## config.mk

```make
export PLATFORM = sky130hd
export DESIGN_NAME = toroidal_life_generation_step
export DESIGN_NICKNAME = d
export VERILOG_FILES = /design/src/sv/tlgs_pkg.sv /design/src/sv/tlgs_row_ram.sv /design/src/sv/tlgs_gen_engine.sv /design/src/sv/toroidal_life_generation_step.sv
export VERILOG_INCLUDE_DIRS = /design/src /design/src/sv
export SDC_FILE = /design/constraint.sdc
export NUM_CORES = 1
export LEC_CHECK = 0
export BUFFER_PORTS_ARGS = -buffer_cell sky130_fd_sc_hd__buf_2
export CELL_PAD_IN_SITES_DETAIL_PLACEMENT = 1
export CELL_PAD_IN_SITES_GLOBAL_PLACEMENT = 1
export CORE_UTILIZATION = 50
export DETAILED_ROUTE_END_ITERATION = 10
export PLACE_DENSITY_LB_ADDON = 0.1
export REMOVE_ABC_BUFFERS = 1
export SETUP_SLACK_MARGIN = 0.3
export SLEW_MARGIN = 40
export SYNTH_ARGS = -nofsm -noshare
export SYNTH_HDL_FRONTEND = slang
export SYNTH_SLANG_ARGS = --single-unit
```

## constraint.sdc

```tcl
create_clock -name i_clk -period 7.7 [get_ports i_clk]
set_input_delay 0.77 -clock i_clk [delete_from_list [all_inputs] [get_ports i_clk]]
set_output_delay 0.77 -clock i_clk [all_outputs]
set_load 0.01 [all_outputs]
```

## src/sv/assert_macros.svh

```systemverilog
// ----------------------------------------------------------------------------
// Assertion macros
// Shared forms for the concurrent checks of the grid stepper.
// ----------------------------------------------------------------------------
`ifndef ASSERT_MACROS_SVH
`define ASSERT_MACROS_SVH

// The consequent must hold in the same cycle as the antecedent.
`define TLGS_ASSERT_IMPL(label, clk, rst_n, ante, cons, msg) \
    label: assert property (@(posedge clk) disable iff (!(rst_n)) (ante) |-> (cons)) \
        else $error(msg);

// The consequent must hold in the cycle after the antecedent.
`define TLGS_ASSERT_NEXT(label, clk, rst_n, ante, cons, msg) \
    label: assert property (@(posedge clk) disable iff (!(rst_n)) (ante) |=> (cons)) \
        else $error(msg);

`endif

```

## src/sv/tlgs_pkg.sv

```systemverilog
// ----------------------------------------------------------------------------
// tlgs_pkg
// Shared constants, types and the cell rule of the toroidal grid stepper.
// ----------------------------------------------------------------------------
`default_nettype none

package tlgs_pkg;

    localparam int ACTION_W      = 2;
    localparam int ROW_FIELD_W   = 3;
    localparam int COL_FIELD_W   = 4;
    // Wide enough to hold any grid dimension in its range plus one.
    localparam int DIM_EXT_W     = 9;

    localparam int DEF_GRID_ROWS = 8;
    localparam int DEF_GRID_COLS = 16;

    localparam logic [3:0] SURVIVE_COUNT = 4'd2;
    localparam logic [3:0] BIRTH_COUNT   = 4'd3;

    // Handshake between the top-level sequencer and the generation engine.
    typedef struct packed {
        logic rd_en;
        logic wr_en;
        logic done;
    } t_eng_ctl;

    // B3/S23: born with three neighbours, survives with two or three.
    function automatic logic tlgs_next_cell(input logic alive, input logic [3:0] count);
        return (count == BIRTH_COUNT) || (alive && (count == SURVIVE_COUNT));
    endfunction

endpackage

`default_nettype wire

```

## src/sv/tlgs_row_ram.sv

```systemverilog
// ----------------------------------------------------------------------------
// tlgs_row_ram
// Simple dual-port synchronous RAM, one grid row per word, registered read.
// ----------------------------------------------------------------------------
`default_nettype none

module tlgs_row_ram #(
    parameter int DEPTH = 8,
    parameter int WIDTH = 16
) (
    input  wire logic                       i_clk,
    input  wire logic                       i_we,
    input  wire logic [$clog2(DEPTH)-1:0]   i_waddr,
    input  wire logic [WIDTH-1:0]           i_wdata,
    input  wire logic                       i_re,
    input  wire logic [$clog2(DEPTH)-1:0]   i_raddr,
    output logic      [WIDTH-1:0]           o_rdata
);

    logic [WIDTH-1:0] r_mem [DEPTH];

    always_ff @(posedge i_clk) begin
        if (i_we) begin
            r_mem[i_waddr] <= i_wdata;
        end
    end

    always_ff @(posedge i_clk) begin
        if (i_re) begin
            o_rdata <= r_mem[i_raddr];
        end
    end

endmodule

`default_nettype wire

```

## src/sv/tlgs_gen_engine.sv

```systemverilog
// ----------------------------------------------------------------------------
// tlgs_gen_engine
// Streams the grid row by row through a three-row window and writes each new
// row back in place.
// ----------------------------------------------------------------------------
`default_nettype none
`include "assert_macros.svh"

module tlgs_gen_engine #(
    parameter int GRID_ROWS = 8,
    parameter int GRID_COLS = 16
) (
    input  wire logic                           i_clk,
    input  wire logic                           i_rst_n,
    input  wire logic                           i_go,
    input  wire logic [GRID_COLS-1:0]           i_rdata,
    output tlgs_pkg::t_eng_ctl                  o_ctl,
    output logic [$clog2(GRID_ROWS)-1:0]        o_raddr,
    output logic [$clog2(GRID_ROWS)-1:0]        o_waddr,
    output logic [GRID_COLS-1:0]                o_wdata
);

    import tlgs_pkg::*;

    localparam int AW     = $clog2(GRID_ROWS);
    localparam int STEP_W = $clog2(GRID_ROWS + 4);
    localparam int LAST   = GRID_ROWS + 3;

    // Step s reads row s-1 (the last row at step zero), shifts the row read in
    // the step before into the window, and from step four writes row s-4.
    // The first row and the last row are kept aside, as both are needed again at
    // the end of the stream, when the first row may already have been overwritten.
    logic              r_run;
    logic [STEP_W-1:0] r_step;
    logic [GRID_COLS-1:0] r_up, r_mid, r_dn, r_first, r_last;
    logic [GRID_COLS-1:0] shift_in;
    logic              shift_en;

    always_comb begin
        o_ctl.rd_en = r_run && (r_step < STEP_W'(GRID_ROWS));
        o_ctl.wr_en = r_run && (r_step >= STEP_W'(4));
        o_ctl.done  = r_run && (r_step == STEP_W'(LAST));
        o_raddr     = (r_step == '0) ? AW'(GRID_ROWS - 1) : AW'(r_step - STEP_W'(1));
        o_waddr     = AW'(r_step - STEP_W'(4));
        shift_en    = r_run && (r_step >= STEP_W'(1)) && (r_step <= STEP_W'(GRID_ROWS + 2));
        if (r_step <= STEP_W'(GRID_ROWS)) begin
            shift_in = i_rdata;
        end else if (r_step == STEP_W'(GRID_ROWS + 1)) begin
            shift_in = r_last;
        end else begin
            shift_in = r_first;
        end
    end

    always_ff @(posedge i_clk) begin
        if (!i_rst_n) begin
            r_run  <= 1'b0;
            r_step <= '0;
        end else if (i_go) begin
            r_run  <= 1'b1;
            r_step <= '0;
        end else if (r_run) begin
            if (r_step == STEP_W'(LAST)) begin
                r_run <= 1'b0;
            end else begin
                r_step <= r_step + STEP_W'(1);
            end
        end
    end

    always_ff @(posedge i_clk) begin
        if (shift_en) begin
            r_up  <= r_mid;
            r_mid <= r_dn;
            r_dn  <= shift_in;
        end
        if (r_run && (r_step == STEP_W'(1))) begin
            r_last <= i_rdata;
        end
        if (r_run && (r_step == STEP_W'(2))) begin
            r_first <= i_rdata;
        end
    end

    // One rule evaluation per column, with the row ends wrapping around.
    for (genvar c = 0; c < GRID_COLS; c++) begin : g_col
        localparam int L = (c + GRID_COLS - 1) % GRID_COLS;
        localparam int R = (c + 1) % GRID_COLS;
        logic [3:0] count;

        assign count = 4'(r_up[L]) + 4'(r_up[c]) + 4'(r_up[R])
                     + 4'(r_mid[L]) + 4'(r_mid[R])
                     + 4'(r_dn[L]) + 4'(r_dn[c]) + 4'(r_dn[R]);
        assign o_wdata[c] = tlgs_next_cell(r_mid[c], count);
    end

    // A row is always read well before it is rewritten, so the two ports never
    // meet on one row.
    `TLGS_ASSERT_IMPL(a_no_row_clash, i_clk, i_rst_n, o_ctl.rd_en && o_ctl.wr_en,
        o_raddr != o_waddr, "engine reads and writes the same row in one cycle")
    `TLGS_ASSERT_IMPL(a_go_when_idle, i_clk, i_rst_n, i_go, !r_run,
        "engine started while a generation is still in progress")
    `TLGS_ASSERT_NEXT(a_done_stops, i_clk, i_rst_n, o_ctl.done, !r_run && !o_ctl.wr_en,
        "engine keeps running after its last row")

endmodule

`default_nettype wire

```

## src/sv/toroidal_life_generation_step.sv

```systemverilog
// ----------------------------------------------------------------------------
// toroidal_life_generation_step
// Conway grid (B3/S23) on a torus with cell write, cell read and advance.
// ----------------------------------------------------------------------------
// A transaction is accepted on a rising edge where start is high and busy is
// low, and every transaction gives exactly one result: o_done is high for one
// cycle and the receiver cannot hold it off, so it must take o_cell_alive in
// that cycle. A cell write or a cell read inside the grid reads one row from
// the grid RAM, then picks the bit out or writes the row back, and its result
// appears in the first cycle with busy low again. For an advance the grid is
// streamed one row per cycle through the single read port, and each new row
// is written back in place behind its read. A cell write or read at an
// address outside the grid, or the unused action code, returns a dead cell
// without raising busy. After reset the block sweeps the grid clear, one row
// per cycle, and holds busy high meanwhile.
// ----------------------------------------------------------------------------
`default_nettype none
`include "assert_macros.svh"

module toroidal_life_generation_step #(
    parameter int GRID_ROWS = tlgs_pkg::DEF_GRID_ROWS,
    parameter int GRID_COLS = tlgs_pkg::DEF_GRID_COLS
) (
    input  wire logic                               i_clk,
    input  wire logic                               i_rst_n,
    input  wire logic                               start,
    output logic                                    busy,
    input  wire logic [tlgs_pkg::ACTION_W-1:0]      i_action,
    input  wire logic [tlgs_pkg::ROW_FIELD_W-1:0]   i_row,
    input  wire logic [tlgs_pkg::COL_FIELD_W-1:0]   i_column,
    input  wire logic                               i_alive_in,
    output logic                                    o_done,
    output logic                                    o_cell_alive
);

    import tlgs_pkg::*;

    localparam int AW = $clog2(GRID_ROWS);
    localparam int CW = $clog2(GRID_COLS);

    typedef enum logic [ACTION_W-1:0] {
        ACT_WRITE   = 2'd0,
        ACT_ADVANCE = 2'd1,
        ACT_READ    = 2'd2,
        ACT_NONE    = 2'd3
    } t_action;

    typedef enum logic [1:0] {
        ST_CLEAR,
        ST_IDLE,
        ST_CELL,
        ST_ADV
    } t_state;

    t_state  r_state, n_state;
    logic    r_busy, n_busy;
    logic    r_done, n_done;
    logic    r_cell, n_cell;
    logic [AW-1:0] r_clr, n_clr;

    // Transaction fields held while the row is fetched.
    t_action       r_op;
    logic [AW-1:0] r_row;
    logic [CW-1:0] r_col;
    logic          r_alive;

    logic                 accept;
    logic                 in_grid;
    logic [DIM_EXT_W-1:0] row_ext, col_ext;
    logic [GRID_COLS-1:0] cell_row;

    // Grid RAM ports and the sequencer's own requests.
    logic                 ram_we, ram_re;
    logic [AW-1:0]        ram_waddr, ram_raddr;
    logic [GRID_COLS-1:0] ram_wdata, ram_rdata;
    logic                 seq_we, seq_re;
    logic [AW-1:0]        seq_waddr, seq_raddr;
    logic [GRID_COLS-1:0] seq_wdata;

    logic                 eng_go;
    t_eng_ctl             eng_ctl;
    logic [AW-1:0]        eng_raddr, eng_waddr;
    logic [GRID_COLS-1:0] eng_wdata;

    assign accept  = start && !r_busy;
    assign row_ext = DIM_EXT_W'(i_row);
    assign col_ext = DIM_EXT_W'(i_column);
    assign in_grid = (row_ext < DIM_EXT_W'(GRID_ROWS)) && (col_ext < DIM_EXT_W'(GRID_COLS));

    // Read-modify-write of a single cell within its row.
    always_comb begin
        cell_row        = ram_rdata;
        cell_row[r_col] = r_alive;
    end

    always_comb begin
        n_state   = r_state;
        n_busy    = r_busy;
        n_done    = 1'b0;
        n_cell    = 1'b0;
        n_clr     = r_clr;
        seq_we    = 1'b0;
        seq_waddr = r_row;
        seq_wdata = cell_row;
        seq_re    = 1'b0;
        seq_raddr = AW'(row_ext);
        eng_go    = 1'b0;
        case (r_state)
            ST_CLEAR: begin
                seq_we    = 1'b1;
                seq_waddr = r_clr;
                seq_wdata = '0;
                if (r_clr == AW'(GRID_ROWS - 1)) begin
                    n_state = ST_IDLE;
                    n_busy  = 1'b0;
                end else begin
                    n_clr = r_clr + AW'(1);
                end
            end
            ST_IDLE: begin
                if (accept) begin
                    case (t_action'(i_action))
                        ACT_WRITE, ACT_READ: begin
                            if (in_grid) begin
                                seq_re  = 1'b1;
                                n_state = ST_CELL;
                                n_busy  = 1'b1;
                            end else begin
                                n_done = 1'b1;
                            end
                        end
                        ACT_ADVANCE: begin
                            eng_go  = 1'b1;
                            n_state = ST_ADV;
                            n_busy  = 1'b1;
                        end
                        default: begin
                            n_done = 1'b1;
                        end
                    endcase
                end
            end
            ST_CELL: begin
                if (r_op == ACT_WRITE) begin
                    seq_we = 1'b1;
                end else begin
                    n_cell = ram_rdata[r_col];
                end
                n_done  = 1'b1;
                n_state = ST_IDLE;
                n_busy  = 1'b0;
            end
            ST_ADV: begin
                if (eng_ctl.done) begin
                    n_done  = 1'b1;
                    n_state = ST_IDLE;
                    n_busy  = 1'b0;
                end
            end
            default: begin
                n_state = ST_IDLE;
                n_busy  = 1'b0;
            end
        endcase
    end

    always_ff @(posedge i_clk) begin
        if (!i_rst_n) begin
            r_state <= ST_CLEAR;
            r_busy  <= 1'b1;
            r_done  <= 1'b0;
            r_cell  <= 1'b0;
            r_clr   <= '0;
        end else begin
            r_state <= n_state;
            r_busy  <= n_busy;
            r_done  <= n_done;
            r_cell  <= n_cell;
            r_clr   <= n_clr;
        end
    end

    always_ff @(posedge i_clk) begin
        if (accept) begin
            r_op    <= t_action'(i_action);
            r_row   <= AW'(row_ext);
            r_col   <= CW'(col_ext);
            r_alive <= i_alive_in;
        end
    end

    assign busy         = r_busy;
    assign o_done       = r_done;
    assign o_cell_alive = r_cell;

    // The engine only drives the RAM while an advance is in progress.
    assign ram_re    = seq_re || eng_ctl.rd_en;
    assign ram_raddr = eng_ctl.rd_en ? eng_raddr : seq_raddr;
    assign ram_we    = seq_we || eng_ctl.wr_en;
    assign ram_waddr = eng_ctl.wr_en ? eng_waddr : seq_waddr;
    assign ram_wdata = eng_ctl.wr_en ? eng_wdata : seq_wdata;

    tlgs_row_ram #(
        .DEPTH (GRID_ROWS),
        .WIDTH (GRID_COLS)
    ) u_grid_ram (
        .i_clk   (i_clk),
        .i_we    (ram_we),
        .i_waddr (ram_waddr),
        .i_wdata (ram_wdata),
        .i_re    (ram_re),
        .i_raddr (ram_raddr),
        .o_rdata (ram_rdata)
    );

    tlgs_gen_engine #(
        .GRID_ROWS (GRID_ROWS),
        .GRID_COLS (GRID_COLS)
    ) u_gen_engine (
        .i_clk   (i_clk),
        .i_rst_n (i_rst_n),
        .i_go    (eng_go),
        .i_rdata (ram_rdata),
        .o_ctl   (eng_ctl),
        .o_raddr (eng_raddr),
        .o_waddr (eng_waddr),
        .o_wdata (eng_wdata)
    );

    // A result is only ever presented once the block is free again.
    `TLGS_ASSERT_IMPL(a_done_not_busy, i_clk, i_rst_n, o_done, !busy,
        "result presented while the block is still busy")
    // Only a read can return a live cell.
    `TLGS_ASSERT_IMPL(a_cell_with_done, i_clk, i_rst_n, o_cell_alive, o_done,
        "live cell reported without a result strobe")
    `TLGS_ASSERT_NEXT(a_adv_holds_busy, i_clk, i_rst_n,
        accept && (t_action'(i_action) == ACT_ADVANCE), busy && !o_done,
        "advance did not hold the block busy")
    // The sequencer and the engine never claim the RAM in the same cycle.
    `TLGS_ASSERT_IMPL(a_port_owner, i_clk, i_rst_n, eng_ctl.rd_en || eng_ctl.wr_en,
        !seq_re && !seq_we, "grid RAM claimed by sequencer and engine together")

endmodule

`default_nettype wire
```

**Word-level counts from Yosys, hierarchy flattened**

Memories as Yosys holds them, arrays and structs flattened. A register that Yosys moved wholly into a read port is not among the register bits.
Index checks and enable logic that the tools add are counted.

- Equality and inequality tests: 47
- Reductions and logical operators: 55
- $add $sub $neg: 116
- $lt $le $gt $ge: 9
- Multiplexer cells: 44
- Bitwise operators: 4

Operator list:

| kind | count |
|---|---|
| adder 4 x 1 -> 4 bit | 96 |
| == test 4 x 2 -> 1 bit, second input constant | 33 |
| 2-to-1 mux 16 bit | 4 |
| adder 1 x 1 -> 2 bit | 16 |
| logical AND 1 bit | 26 |
| 2-to-1 mux 1 bit | 22 |
| logical OR 1 bit | 18 |
| bitwise mux 16 bit | 1 |
| 2-to-1 mux 3 bit | 4 |
| less-than comparator 4 x 5 -> 1 bit, second input constant | 2 |
| == test 4 bit, second input constant | 2 |
| >= comparator 4 x 1 -> 1 bit, second input constant | 2 |
| <= comparator 4 bit, second input constant | 2 |
| 2-to-1 mux 2 bit | 4 |
| one-hot mux 2 bit (4 select lines) | 1 |
| == test 2 bit, second input constant | 3 |
| logical NOT 2 bit | 3 |
| inequality test 2 bit, second input constant | 3 |
| one-hot mux 1 bit (2 select lines) | 3 |
| AND reduction 5 bit | 1 |
| adder 4 x 1 -> 4 bit, second input constant | 1 |
| binary-select mux 1 bit (select 4 bit) | 1 |
| demux 1 bit (select 4 bit) | 1 |
| == test 2 x 1 -> 1 bit, second input constant | 2 |
| 19 further kinds | 24 |

- Memories: 1
- Register bits after elaboration: 103
- Bits in writable memories: 128
- Bits of input ports: 13
- Word-level logic and storage cells: 292
- Output and inout port bits: 3

Memory list:

| name | depth | bits a word | rd ports | clocked after Yosys merged registers in | write ports | RTL line | source |
|---|---|---|---|---|---|---|---|
| u_grid_ram.r_mem | 8 | 16 | 1 | 1 | 1 | tlgs_row_ram.sv:20 | `logic [WIDTH-1:0] r_mem [DEPTH];` |

**Depth between registers and ports, before layout**

Gate-level depths: netlist of the first run.

- Depth in word-level cells: 11
- Mapped depth: 12
- Gate-level depth less buffers: 12

**Cells and area by module**

Synthesis of the first run repeated with hierarchy kept, for this count alone.

- Cell total of the unflattened synthesis: 855
- Area total of the unflattened synthesis: 12734.7 um^2

By module, submodules not included:

| module | cells each | area each (um^2) | times used | seq. area each (um^2) |
|---|---|---|---|---|
| tlgs_gen_engine | 486 | 5911.9 | 1 | 2502.4 |
| tlgs_row_ram | 214 | 5454.0 | 1 | 4324.1 |
| toroidal_life_generation_step | 155 | 1368.8 | 1 | 460.4 |

**Least setup slack after synthesis of the first run**

No wires, ideal clock.

- Kind: reg-to-reg
- Start: reg u_gen_engine.r_step[0]
- End: reg u_gen_engine.r_dn[0], enable pin
- Slack: 3945 ps
- Buffers on the path: 0
- Stages on the path, launching flop included: 6
- Setup time: 470 ps
- Clock period less this slack: 3755 ps
- Data arrival time: 3285 ps
- Cells stage by stage: dfxtp_1 inv_1 ha_1 nand2b_1 o31ai_1 a21oi_1

- Cells in the longest elaborated chain, start to end: 3
- Elaborated cells on any way between the ends: 4
- Classes of those cells: order compare (2); reduce/logical (2)

RTL lines:

| element | RTL line | source |
|---|---|---|
| start: declaration | tlgs_gen_engine.sv:34 | `logic [STEP_W-1:0] r_step;` |
| start signal: assignment | tlgs_gen_engine.sv:66 | `r_step <= r_step + STEP_W'(1);` |
| >= comparator 4 x 1 -> 1 bit | tlgs_gen_engine.sv:45 | `shift_en = r_run && (r_step >= STEP_W'(1)) && (r_step <= STEP_W'(GRID_ROWS + 2));` |
| logical AND 1 bit | tlgs_gen_engine.sv:45 |  |
| logical AND 1 bit * | tlgs_gen_engine.sv:45 |  |
| via u_gen_engine.shift_en | tlgs_gen_engine.sv:37 | `logic shift_en;` |
| end signal: assignment | tlgs_gen_engine.sv:75 | `r_dn <= shift_in;` |
| end: declaration | tlgs_gen_engine.sv:35 | `logic [GRID_COLS-1:0] r_up, r_mid, r_dn, r_first, r_last;` |

The timed path passes the listed nets; every way through them passes the cells marked *.
A chain may end at the register's enable or synchronous reset.

**Worst setup path in the final report of the first run**

- Start: reg u_gen_engine.r_up[12]
- End: mem u_grid_ram.r_mem[5][12], data pin

- Cells in the longest elaborated chain, start to end: 11
- Elaborated cells on any way between the ends: 12
- Classes of those cells: add/sub (7); eq/ne (2); mux (1); reduce/logical (2)

RTL lines:

| element | RTL line | source |
|---|---|---|
| start: declaration | tlgs_gen_engine.sv:35 |  |
| start signal: assignment | tlgs_gen_engine.sv:73 | `r_up <= r_mid;` |
| adder 1 x 1 -> 2 bit * | tlgs_gen_engine.sv:91 | `assign count = 4'(r_up[L]) + 4'(r_up[c]) + 4'(r_up[R])` |
| adder 4 x 1 -> 4 bit * | tlgs_gen_engine.sv:91 |  |
| adder 4 x 1 -> 4 bit * (2 in a row) | tlgs_gen_engine.sv:92 | `+ 4'(r_mid[L]) + 4'(r_mid[R])` |
| adder 4 x 1 -> 4 bit * (3 in a row) | tlgs_gen_engine.sv:93 | `+ 4'(r_dn[L]) + 4'(r_dn[c]) + 4'(r_dn[R]);` |
| == test 4 x 2 -> 1 bit | tlgs_pkg.sv:30 | `return (count == BIRTH_COUNT) \|\| (alive && (count == SURVIVE_COUNT));` |
| logical AND 1 bit | tlgs_pkg.sv:30 |  |
| logical OR 1 bit * | tlgs_pkg.sv:30 |  |
| 2-to-1 mux 16 bit * | toroidal_life_generation_step.sv:201 | `assign ram_wdata = eng_ctl.wr_en ? eng_wdata : seq_wdata;` |
| via ram_wdata[12] | toroidal_life_generation_step.sv:75 | `logic [GRID_COLS-1:0] ram_wdata, ram_rdata;` |
| end: declaration | tlgs_row_ram.sv:20 |  |

Marks and branches as above.

==> metrics list, run 1 <==
- The initial antenna violation count is 0.
- Including well taps, the total number of placed cells is around 1300.
* Post-Synthesis Cell Area: around 0.013 sq mm
- Yosys top cell area share: between 50% and 60%
* Number of placed I/O pins: 16
* Number of pins exceeding their max-slew limit in the final report: 0
* Cell type with the highest aggregate area in the netlist: edfxtp_1
- The flow ran to the end, and the final reports show no timing, DRC or antenna violations.
* Setup TNS Final: 0 ns
* Clock latency on the worst-skew pair: between 0.5 and 0.6 ns
* Storage cell area: between 0.007 and 0.008 sq mm
- Number of I/O port buffers: 15
* Count of filler cells inserted in the layout: about 2500
* #FFs+latches synth: between 200 and 250
- Total routing resource utilization after global routing: between 20% and 30%
- Total overflow reported by the global router: 0
- Longest individual stage delay on the worst path: approximately 0.54 ns
- Wire length of the first global-routing pass: around 45000 um
* Mean number of vias per cell: around 5.5
- Pin count of the biggest net entering global routing: approximately 50
* Main area contributors after synthesis: edfxtp_1 55%, fa_1 10%, mux2i_1 8.0%
* Setup skew after layout: about 0.014 ns
* 1st-pass router iterations: 5
- Via Count: 7287
- The final layout contains between 1000 and 1500 nets.
- By instance count, the leading cell after synthesis is edfxtp_1.
- Worst ir drop on vdd: about 0.19 mV
- Area of combinational cells with multiple inputs: between 0.004 and 0.005 sq mm
- Unrepaired setup endpoints after global routing: no
- In this run the tightest slew margin relative to its limit is between 40 and 50%.
- On the critical path the largest part of the delay comes from adder cells.
- The floorplan step defined a die boundary enclosing 0.0262 sq mm.
* Fraction of the yosys area taken by sequential cells: a little under three fifths
- Final period demand of the worst path: 4.24 ns
* Worst Setup Start Kind: register
- In this run the number of H-tree levels came out at 1.
* Required time reported for the critical path endpoint: roughly 7.9 ns
- Origin of the critical flop-to-flop path: u_gen_engine.r_up[12]
* Max-capacitance violation count: 0
- The detailed router finished its first iteration with ~440 violations.
- Post-CTS setup buffers: 0
* Count of placed standard cells in the final layout, fillers left out: 1313
* First element of the critical path: u_gen_engine.r_up[12]
- CTS max path bufs: 3
- For this block, the routed nets add up to roughly 29000 um of wire.
* Cell breakdown of the critical path: ha_1 > inv_1 > fa_1 > fa_1 > inv_1 > fa_1 > inv_1 > fa_1 > a2111oi_0 > a21oi_1 > or4_1 > o21ai_1
* Post-detailed-route count of antenna-violating nets: 0
- Type of the tightest min-delay check: in -> reg
* P&R area growth vs syn: 10.4%
- The Yosys step of the flow raised 0 warnings.
* Power density over the cells: just over 200 mW/mm^2
* Fraction of final layout cells sized beyond drive strength 1: a little over a tenth
- In this run the static leakage power is 0.00569 uW.
- Yosys mapped the design onto 47 distinct sky130hd cell types.
- Clock tree synthesis selected as its root buffer the cell clkbuf_16.
- Clock tree from TritonCTS: built
- Setup violations, final: 0
- Crit Path Category: reg -> reg
- Maximum fanout along the worst path: 8
- The floorplan step set the die width to roughly 160 um.
- Number of diodes added for antenna fixing: 0
- Detailed-placement wirelength estimate: between 20000 and 25000 um
- Final hold vios: 0
- Number of gates resized after cts: 0
- Endpoint type of the worst setup path: register
- The initial utilization of the core area, before any placement, comes to about 50%.
* Area of the core: 0.0252 sq mm
- The number of global-route vias before repair was between 8000 and 9000.
- Critical path's most frequent cell: fa_1
- After synthesis, the most frequently instantiated cells are 234 x edfxtp_1, 159 x inv_1, 102 x mux2i_1.
* Number of synthesized flops with an enable pin: about 230
- For the pin with the worst max-slew slack, the measured transition is roughly 0.8 ns.
* Hold_buf cts: 0
* Maximum clock rate: 236 MHz
* Placer congestion estimate: 0.825
- A synthesized cell averages ~14 sq um.
- After detailed routing, the average wire length per cell comes to about 22 um.
- Total buffers and inverters traversed by the critical path: 3
* Clock-pin slew on the worst setup and hold paths: 0.06 ns
- Data arrival time of the worst path: about 4.5 ns
- Height of the chip: 162 um
- Total power: roughly 2900 uW
- Most common flop cell mapped by yosys: edfxtp_1
- Library cell contributing the largest single delay on the critical path: or4_1
* Async set or reset register ratio after synthesis: 0%
- The cell count after synthesis came out at approximately 930.
- Post-route fraction of the period consumed by the critical path: between 50% and 60%
- In the routed design, unresolved DRC markers number 0.
- CTS buffer count: 27
- Sink Count: 247
* Startpoint of the tightest hold check path: i_row[1]
- # rows: 58
## state kept, by name (all words and copies together), names as in the netlist, 3 cells and up
| register | cells |
|---|---|
| r_clr | 3 |
| r_col | 4 |
| r_row | 3 |
| u_gen_engine.r_dn | 16 |
| u_gen_engine.r_first | 16 |
| u_gen_engine.r_last | 16 |
| u_gen_engine.r_mid | 16 |
| u_gen_engine.r_step | 4 |
| u_gen_engine.r_up | 16 |
| u_grid_ram.o_rdata | 16 |
| u_grid_ram.r_mem | 128 |
## path summary, 6_finish.rpt
kind                                  end  slack [ns]  cells past startpoint
setup / recovery  u_grid_ram.r_mem[5][12]        3.46                     12
hold reg to reg     u_gen_engine.r_mid[0]        0.46                      0
setup reg to reg  u_grid_ram.r_mem[5][12]        3.46                     12
hold / removal                   r_row[1]        0.43                      1
## cells by family after synthesis
logic type	after synthesis	share of synthesized area [%]
flops	247	56.9
buf+inv	189	6.21
simple gates	152	5.96
fa+ha+maj	118	15.3
compound gates	114	6.48
mux	108	8.86
xor+xnor	4	0.274
## final cells by class
class	instances	share of cell area [%]
sequential	247	51.6
multi-input combinational	496	33.9
clock buffer	34	4.97
inverter	159	4.22
tap	330	2.92
timing repair buffer	33	1.54
clock inverter	14	0.868
## placed cells by master, fill, tap and decap left out, types with 13 or more instances in the layout
| cell type | n |
|---|---|
| o21ai_1 | 18 |
| fa_1 | 64 |
| dfxtp_1 | 13 |
| buf_2 | 15 |
| mux2i_1 | 101 |
| ha_1 | 54 |
| nand2_1 | 24 |
| a21oi_1 | 30 |
| nor2_1 | 58 |
| inv_1 | 159 |
| a22o_1 | 17 |
| or4_1 | 16 |
| edfxtp_1 | 234 |
| buf_4 | 17 |
| clkbuf_16 | 27 |
## stage by stage
stage	cell area, sq um	utilization [%]	hold slack, ns	setup slack [ns]
2_1_floorplan	12600	-	0.426	1.10
3_3_place_gp	13300	52.7	0.434	3.65
3_5_place_dp	13300	52.8	0.443	3.46
4_1_cts	14100	56.1	0.407	3.43
5_1_grt	14100	56.1	0.424	3.14
6_report	14100	56.1	0.435	3.46
## metal layers
layer | track usage [%] | part of all wire [%]
met5 | 0 | 0
met4 | 6.39 | 1.9
met3 | 2.35 | 3.3
met2 | 39.8 | 51
met1 | 30.5 | 43
## where the power goes
part	leakage [uW]	internal [uW]	total (uW)	switching, uW
sequential	0.00227	1500	1510	11.8
combinational	0.00303	46.1	125	79.3
clock	0.000397	709	1220	514
Note: power is estimated with default switching activity, not from simulation.
==> inputs of run 2 (changes only) <==
==> constraint.sdc (replaced) <==
create_clock -name i_clk -period 4.3 [get_ports i_clk]
set_input_delay 0.43 -clock i_clk [delete_from_list [all_inputs] [get_ports i_clk]]
set_output_delay 0.43 -clock i_clk [all_outputs]
set_load 0.01 [all_outputs]
==> run 2 against run 1 <==
Clock skew grew 0.017 ns. Combinational power grew 83%. Sequential share of layout area shrank 0.56 points.
==> metrics list, run 2 (synthesized netlist as in run 1, its figures left out) <==
* Run status: finished clean
* Origin of the critical flop-to-flop path: u_gen_engine.r_up[0]
- Setup violations remaining at the end of the flow were counted as 0.
* Wire length of the first global-routing pass: about 45000 um
* Worst ir drop on vdd: 0.467 mV
* Root Driver: clkbuf_16
- The floorplan step defined a die boundary enclosing 0.0262 sq mm.
- Clock-pin slew on the worst setup and hold paths: 0.06 ns
- The critical path starts at u_gen_engine.r_up[0].
- Total overflow reported by the global router: 0
- DRC viols: 0
- At the pin with the least slew margin, the transition time is about 0.78 ns.
- The longest clock path from root to sink contains 3 buffers.
* WL/cell: 21.7 um
* Crit Path Category: reg -> reg
- The HPWL after detailed placement is about 21000 um.
- Mean number of vias per cell: 5.52
* Number of pins exceeding their max-slew limit in the final report: 0
- For this design the ratio of total power to cell area is approximately 360 mW/mm^2.
* CTS buffer count: 26
* Post-route fraction of the period consumed by the critical path: 93.2%
- For this configuration, the core starts out at a cell density of roughly half.
- The initial antenna violation count came to 0.
- Number of diodes added for antenna fixing: 0
- Fraction of final layout cells sized beyond drive strength 1: between 10 and 15%
- # rows: 58
* Area of the core: approximately 0.025 sq mm
- Number of placed I/O pins: 16
- In this run the vertical extent of the chip is about 160 um.
- In this run the worst hold path is classified as in -> reg.
- Startpoint of the tightest hold check path: i_column[2]
* Setup skew after layout: roughly 0.031 ns
- TritonCTS built the clock tree.
* Max_slew headroom: between 40% and 50%
- Count of filler cells inserted in the layout: between 2000 and 2500
- STA classifies the critical path startpoint as a register.
* Number of nets in the final layout: 1098
- Power comes to slightly above 5000 uW.
- Cell leakage power: between 0.005 and 0.006 uW
- Unrepaired setup endpoints after global routing: yes
* Maximum clock rate: approximately 250 MHz
* Post-detailed-route count of antenna-violating nets: 0
- Input and output buffers added on the ports amount to 15.
* Switching fraction of total power: about a fifth
* Required time reported for the critical path endpoint: roughly 4.6 ns
- Initial DRC Count: between 400 and 500
- P&R area growth vs syn: 11.6%
- Of the total power, combinational logic draws under 10%.
* Via Count: about 7300
- Cell internal pwr: about 4000 uW
- In this run the number of H-tree levels came out at 1.
- Max-capacitance violation count: 0
- Final hold vios: 0
- Sequential group share of total power: 52.9%
* Width of the chip: around 160 um
- The clock drives around 250 sinks.
- Max FFs per register: around 130
- Most frequent standard cell in the layout excluding fill and tap cells: edfxtp_1
- Final period demand of the worst path: 4.01 ns
- In this run the power spent charging and discharging nets is about 1100 uW.
* Placer congestion estimate: roughly 0.8
- STA puts the critical path data arrival time at about 4.3 ns.
- The register with the most flip-flops in the final layout is u_grid_ram.r_mem.
- Via count of the first global-routing pass: 8149
- After detailed routing, the total wire length is approximately 29000 um.
- Maximum fanout along the worst path: 8
- Total placed cells including tap cells: approximately 1300
- The first TritonRoute pass finished after 5 iterations.
- Clock power share: around 43%
- Highest-count cells in the layout ignoring fill and taps: 234 x edfxtp_1, 159 x inv_1, 101 x mux2i_1
- Endpoint type of the worst setup path: register
* Pin count of the biggest net entering global routing: 39
- Total routing resource utilization after global routing: a little under a quarter
* Count of placed standard cells in the final layout, fillers left out: about 1300
- At the later pin of the worst-skew pair, clock insertion delay measures roughly 0.55 ns.
==> run 2: cell count changes in the layout (fill, tap and decap cells not counted), moves of 3 or more <==
cell	delta
o21ai_1	-14
o21ai_2	+13
a2111oi_0	-8
a2111oi_1	+4
a2111oi_2	+4
clkbuf_1	+4
buf_6	+3
clkinv_1	-3
clkinv_2	-3
==> run 2: worst max-delay path: stages, from the launching register on <==
cell and delay, ns:
edfxtp_1 0.44, ha_1 0.33, inv_1 0.08, fa_1 0.42, fa_1 0.49, inv_1 0.05
fa_1 0.38, inv_1 0.08, fa_1 0.41, or4_1 0.63, o21ai_1 0.41
==> run 2: path summary, 6_finish.rpt <==
kind                            endpoint  slack [ns]  depth (start not counted)
hold reg to reg   u_gen_engine.r_mid[15]        0.46                          0
setup reg to reg  u_grid_ram.r_mem[4][1]        0.29                         10
setup / recovery  u_grid_ram.r_mem[4][1]        0.29                         10
hold / removal                  r_col[2]        0.06                          1
==> run 2: timing repair <==
item	4_1_cts	5_1_grt
endpoints found under the setup margin	120	104
hold buffers	0	0
buffers inserted	0	0
resized for setup	27	15
==> run 2: power groups by stage <==
| stage | clock network, uW | logic, uW | registers, uW |
|---|---|---|---|
| 3_5_place_dp | 0 | 232 | 2760 |
| 2_1_floorplan | 0 | 153 | 2750 |
| 5_1_grt | 2310 | 248 | 2710 |
| 3_3_place_gp | 0 | 221 | 2750 |
| 4_1_cts | 2230 | 233 | 2710 |
| 6_report | 2190 | 229 | 2710 |
==> run 2: cell type report <==
cell class	instances	area, sq um	area share [%]
flip-flops and latches	247	7290	51.0
clock buffers	38	706	4.94
clock inverters	10	135	0.946
multi-input cells	496	4880	34.2
well taps	330	413	2.89
inverters	159	597	4.18
repair buffers	37	264	1.85
==> run 2: through the flow <==
stage                     worst slack, ns  util [%]  instance area, sq um  TNS (ns)  hold WS [ns]
after floorplan                     -2.30         -                 12600    -36.49         0.426
after global placement              0.302      52.9                 13300         0         0.433
after detailed placement          -0.0939      53.0                 13300    -0.750         0.449
after CTS                           0.322      56.5                 14200         0        0.0357
after global routing                0.127      56.7                 14300         0        0.0442
final                               0.293      56.7                 14300         0        0.0614
==> run 2: layer usage <==
metal | vias to the layer above | global-route usage (%) | wire (um)
met2 | 104 | 40.7 | 14900
li1 | 3400 | - | -
met4 | 0 | 5.62 | 531
met3 | 39 | 2.37 | 794
met5 | - | 0 | 0
met1 | 3731 | 29.9 | 12300
==> inputs of run 3 (changes only) <==
--- a/config.mk
+++ b/config.mk
@@ -10,6 +10,7 @@
 export CELL_PAD_IN_SITES_DETAIL_PLACEMENT = 1
 export CELL_PAD_IN_SITES_GLOBAL_PLACEMENT = 1
 export CORE_UTILIZATION = 50
+export CTS_BUF_LIST = sky130_fd_sc_hd__clkbuf_4 sky130_fd_sc_hd__clkbuf_8
 export DETAILED_ROUTE_END_ITERATION = 10
 export PLACE_DENSITY_LB_ADDON = 0.1
 export REMOVE_ABC_BUFFERS = 1
==> run 3 against run 2 <==
Clock power fell by 10%. Utilization fell by 0.11 points. First-iteration DRC count rose by 3.0%. Flip-flop and latch count did not move. Clock skew fell by 0.013 ns. Die area did not move. Highest routed layer unchanged.
==> metrics list, run 3 (synthesized netlist as in run 1, its figures left out) <==
- After layout, the worst path uses just over 90% of the clock period.
* Highest-count cells in the layout ignoring fill and taps: 234 x edfxtp_1, 159 x inv_1, 101 x mux2i_1
- Data arrival time of the worst path: approximately 4.3 ns
- Summed over all failing endpoints, the final setup total negative slack is 0 ns.
- The root buffer cell chosen for the clock tree is clkbuf_8.
* Number of pins exceeding their max-slew limit in the final report: 0
* Max_slew headroom: 47.6%
* Total buffers and inverters traversed by the critical path: 3
- CTS buffer count: 42
* Unrepaired setup endpoints after global routing: yes
- Crit Path Category: reg -> reg
- STA classifies the critical path startpoint as a register.
- Final hold vios: 0
- Post-detailed-route count of antenna-violating nets: 0
- H-Tree Depth: 2
- Walking the worst path, the cells encountered are ha_1 > inv_1 > fa_1 > fa_1 > inv_1 > fa_1 > inv_1 > fa_1 > or4_1 > o21ai_1.
- Wire length of the first global-routing pass: about 46000 um
* Most flops, register: u_grid_ram.r_mem
- Pin placement for this block handled 16 I/O pins.
* Storage cell area: ~0.0073 sq mm
* Sink Count: ~250
- Area of the core: approximately 0.025 sq mm
- 0 antenna diodes ended up in the layout.
- At the end of the flow, the number of nets in the layout was between 1000 and 1500.
- Setup ws final: around 0.3 ns
* Cell leakage power: 0.00578 uW
* 1st-pass router iterations: 4
- The die covers 0.0262 sq mm.
* Longest individual stage delay on the worst path: a little over 0.6 ns
* WL/cell: between 20 and 25 um
- Pin count of the biggest net entering global routing: 39
- First element of the critical path: u_gen_engine.r_up[0]
- For the finished layout, the period the worst path requires is about 4 ns.
- CTS max path bufs: 3
* Maximum fanout along the worst path: 8
- In this run the vertical extent of the chip is 162 um.
- STA classifies the critical path endpoint as a register.
- In the final layout, the multi-input gates occupy approximately 0.0049 sq mm.
- After detailed routing, the number of vias per cell comes to roughly 5.5.
- Clock tree from TritonCTS: built
- Fraction of final layout cells sized beyond drive strength 1: 15.8%
* Post-layout utilization of the core: between 50% and 60%
- Total wire length: about 29000 um
- Hold_buf cts: 0
* Setup violations, final: 0
- Startpoint of the tightest hold check path: i_column[2]
- At the later pin of the worst-skew pair, clock insertion delay measures around 0.55 ns.
* DRC viols: 0
* Maximum clock rate: 250 MHz
* Detailed-placement wirelength estimate: 20900 um
* Post-placement setup slack: -0.0939 ns
* # rows: 58
- Across the VDD grid, the largest voltage drop is ~0.39 mV.
- Slew of the pin with the lowest slew margin: around 0.8 ns
- The filler cells instantiated in the layout total between 2000 and 2500.
- Routability-driven placement finished with a final weighted congestion of 0.803.
- Total routing resource utilization after global routing: 23.3%
- Required time reported for the critical path endpoint: between 4 and 5 ns
- The initial antenna violation count was 0.
* Initial DRC Count: 415
* Library cell contributing the largest single delay on the critical path: or4_1
- Most frequent standard cell in the layout excluding fill and tap cells: edfxtp_1
- The worst hold path belongs to the class in -> reg.
- Category of cells accounting for the largest share of critical-path delay: adder cells
- The final route contains 7329 vias.
* Total overflow reported by the global router: 0
* Total power: 4910 uW
- Critical path's most frequent cell: fa_1
- The count of buffers added on input and output ports is 15.
- The register with the most flip-flops in the layout has between 100 and 150 of them.
- The flow ran to the end, and the final reports show no timing, DRC or antenna violations.
- Clock-pin slew on the worst setup and hold paths: 0.06 ns
- From left edge to right edge, the die measures around 160 um.
- Dividing total power by cell area gives a power density of between 300 and 400 mW/mm^2.
- Initial standard-cell utilization of the core: between 50% and 60%
* Max-capacitance violation count: 0
- The clock arrives with approximately 0.018 ns of skew.
- From synthesis to final layout, the design area changed by 11.4%.
* Via count of the first global-routing pass: approximately 8300
- The startpoint identified for the worst register-to-register timing path is u_gen_engine.r_up[0].
==> run 3: final timing paths <==
check / slack [ns] / to / cells past startpoint
setup / recovery: 0.30 / u_grid_ram.r_mem[5][1] / 10
hold / removal: 0.06 / r_col[2] / 1
setup reg to reg: 0.30 / u_grid_ram.r_mem[5][1] / 10
hold reg to reg: 0.45 / u_gen_engine.r_mid[0] / 0
==> run 3: timing repair <==
action	in CTS	in global routing
endpoints found under the setup margin	128	96
setup buffers	0	1
resized for setup	29	18
==> run 3: final cells by class <==
class	count	share of cell area, %
flip-flops and latches	247	51.1
well taps	330	2.90
inverters	159	4.19
multi-input cells	496	34.5
clock inverters	19	0.649
clock buffers	55	4.78
repair buffers	38	1.90
==> run 3: layer usage <==
layer  vias up  GRT usage [%]  routed length [um]  part of all wire, %
met1      3729           29.4               12200                   42
met3        57           3.75                1030                  3.6
li1       3424              -                   -                    -
met5         -              0                   0                    0
met2       119           41.2               15000                   52
met4         0           6.78                 605                  2.1
==> run 3: report_power, final <==
group / leakage (uW) / total (uW) / switching [uW] / internal, uW
clock network: 0.000413 / 1970 / 934 / 1040
logic: 0.00310 / 228 / 142 / 86.3
registers: 0.00227 / 2710 / 20.6 / 2690
total: 0.00578 / 4910 / 1100 / 3810
==> run 3: through the flow <==
step	instance area, sq um	std cells	hold slack (ns)
after floorplan	12600	902	0.426
after global placement	13300	1266	0.433
after detailed placement	13300	1269	0.449
after CTS	14200	1343	0.0399
after global routing	14300	1344	0.0454
final	14300	1344	0.0603
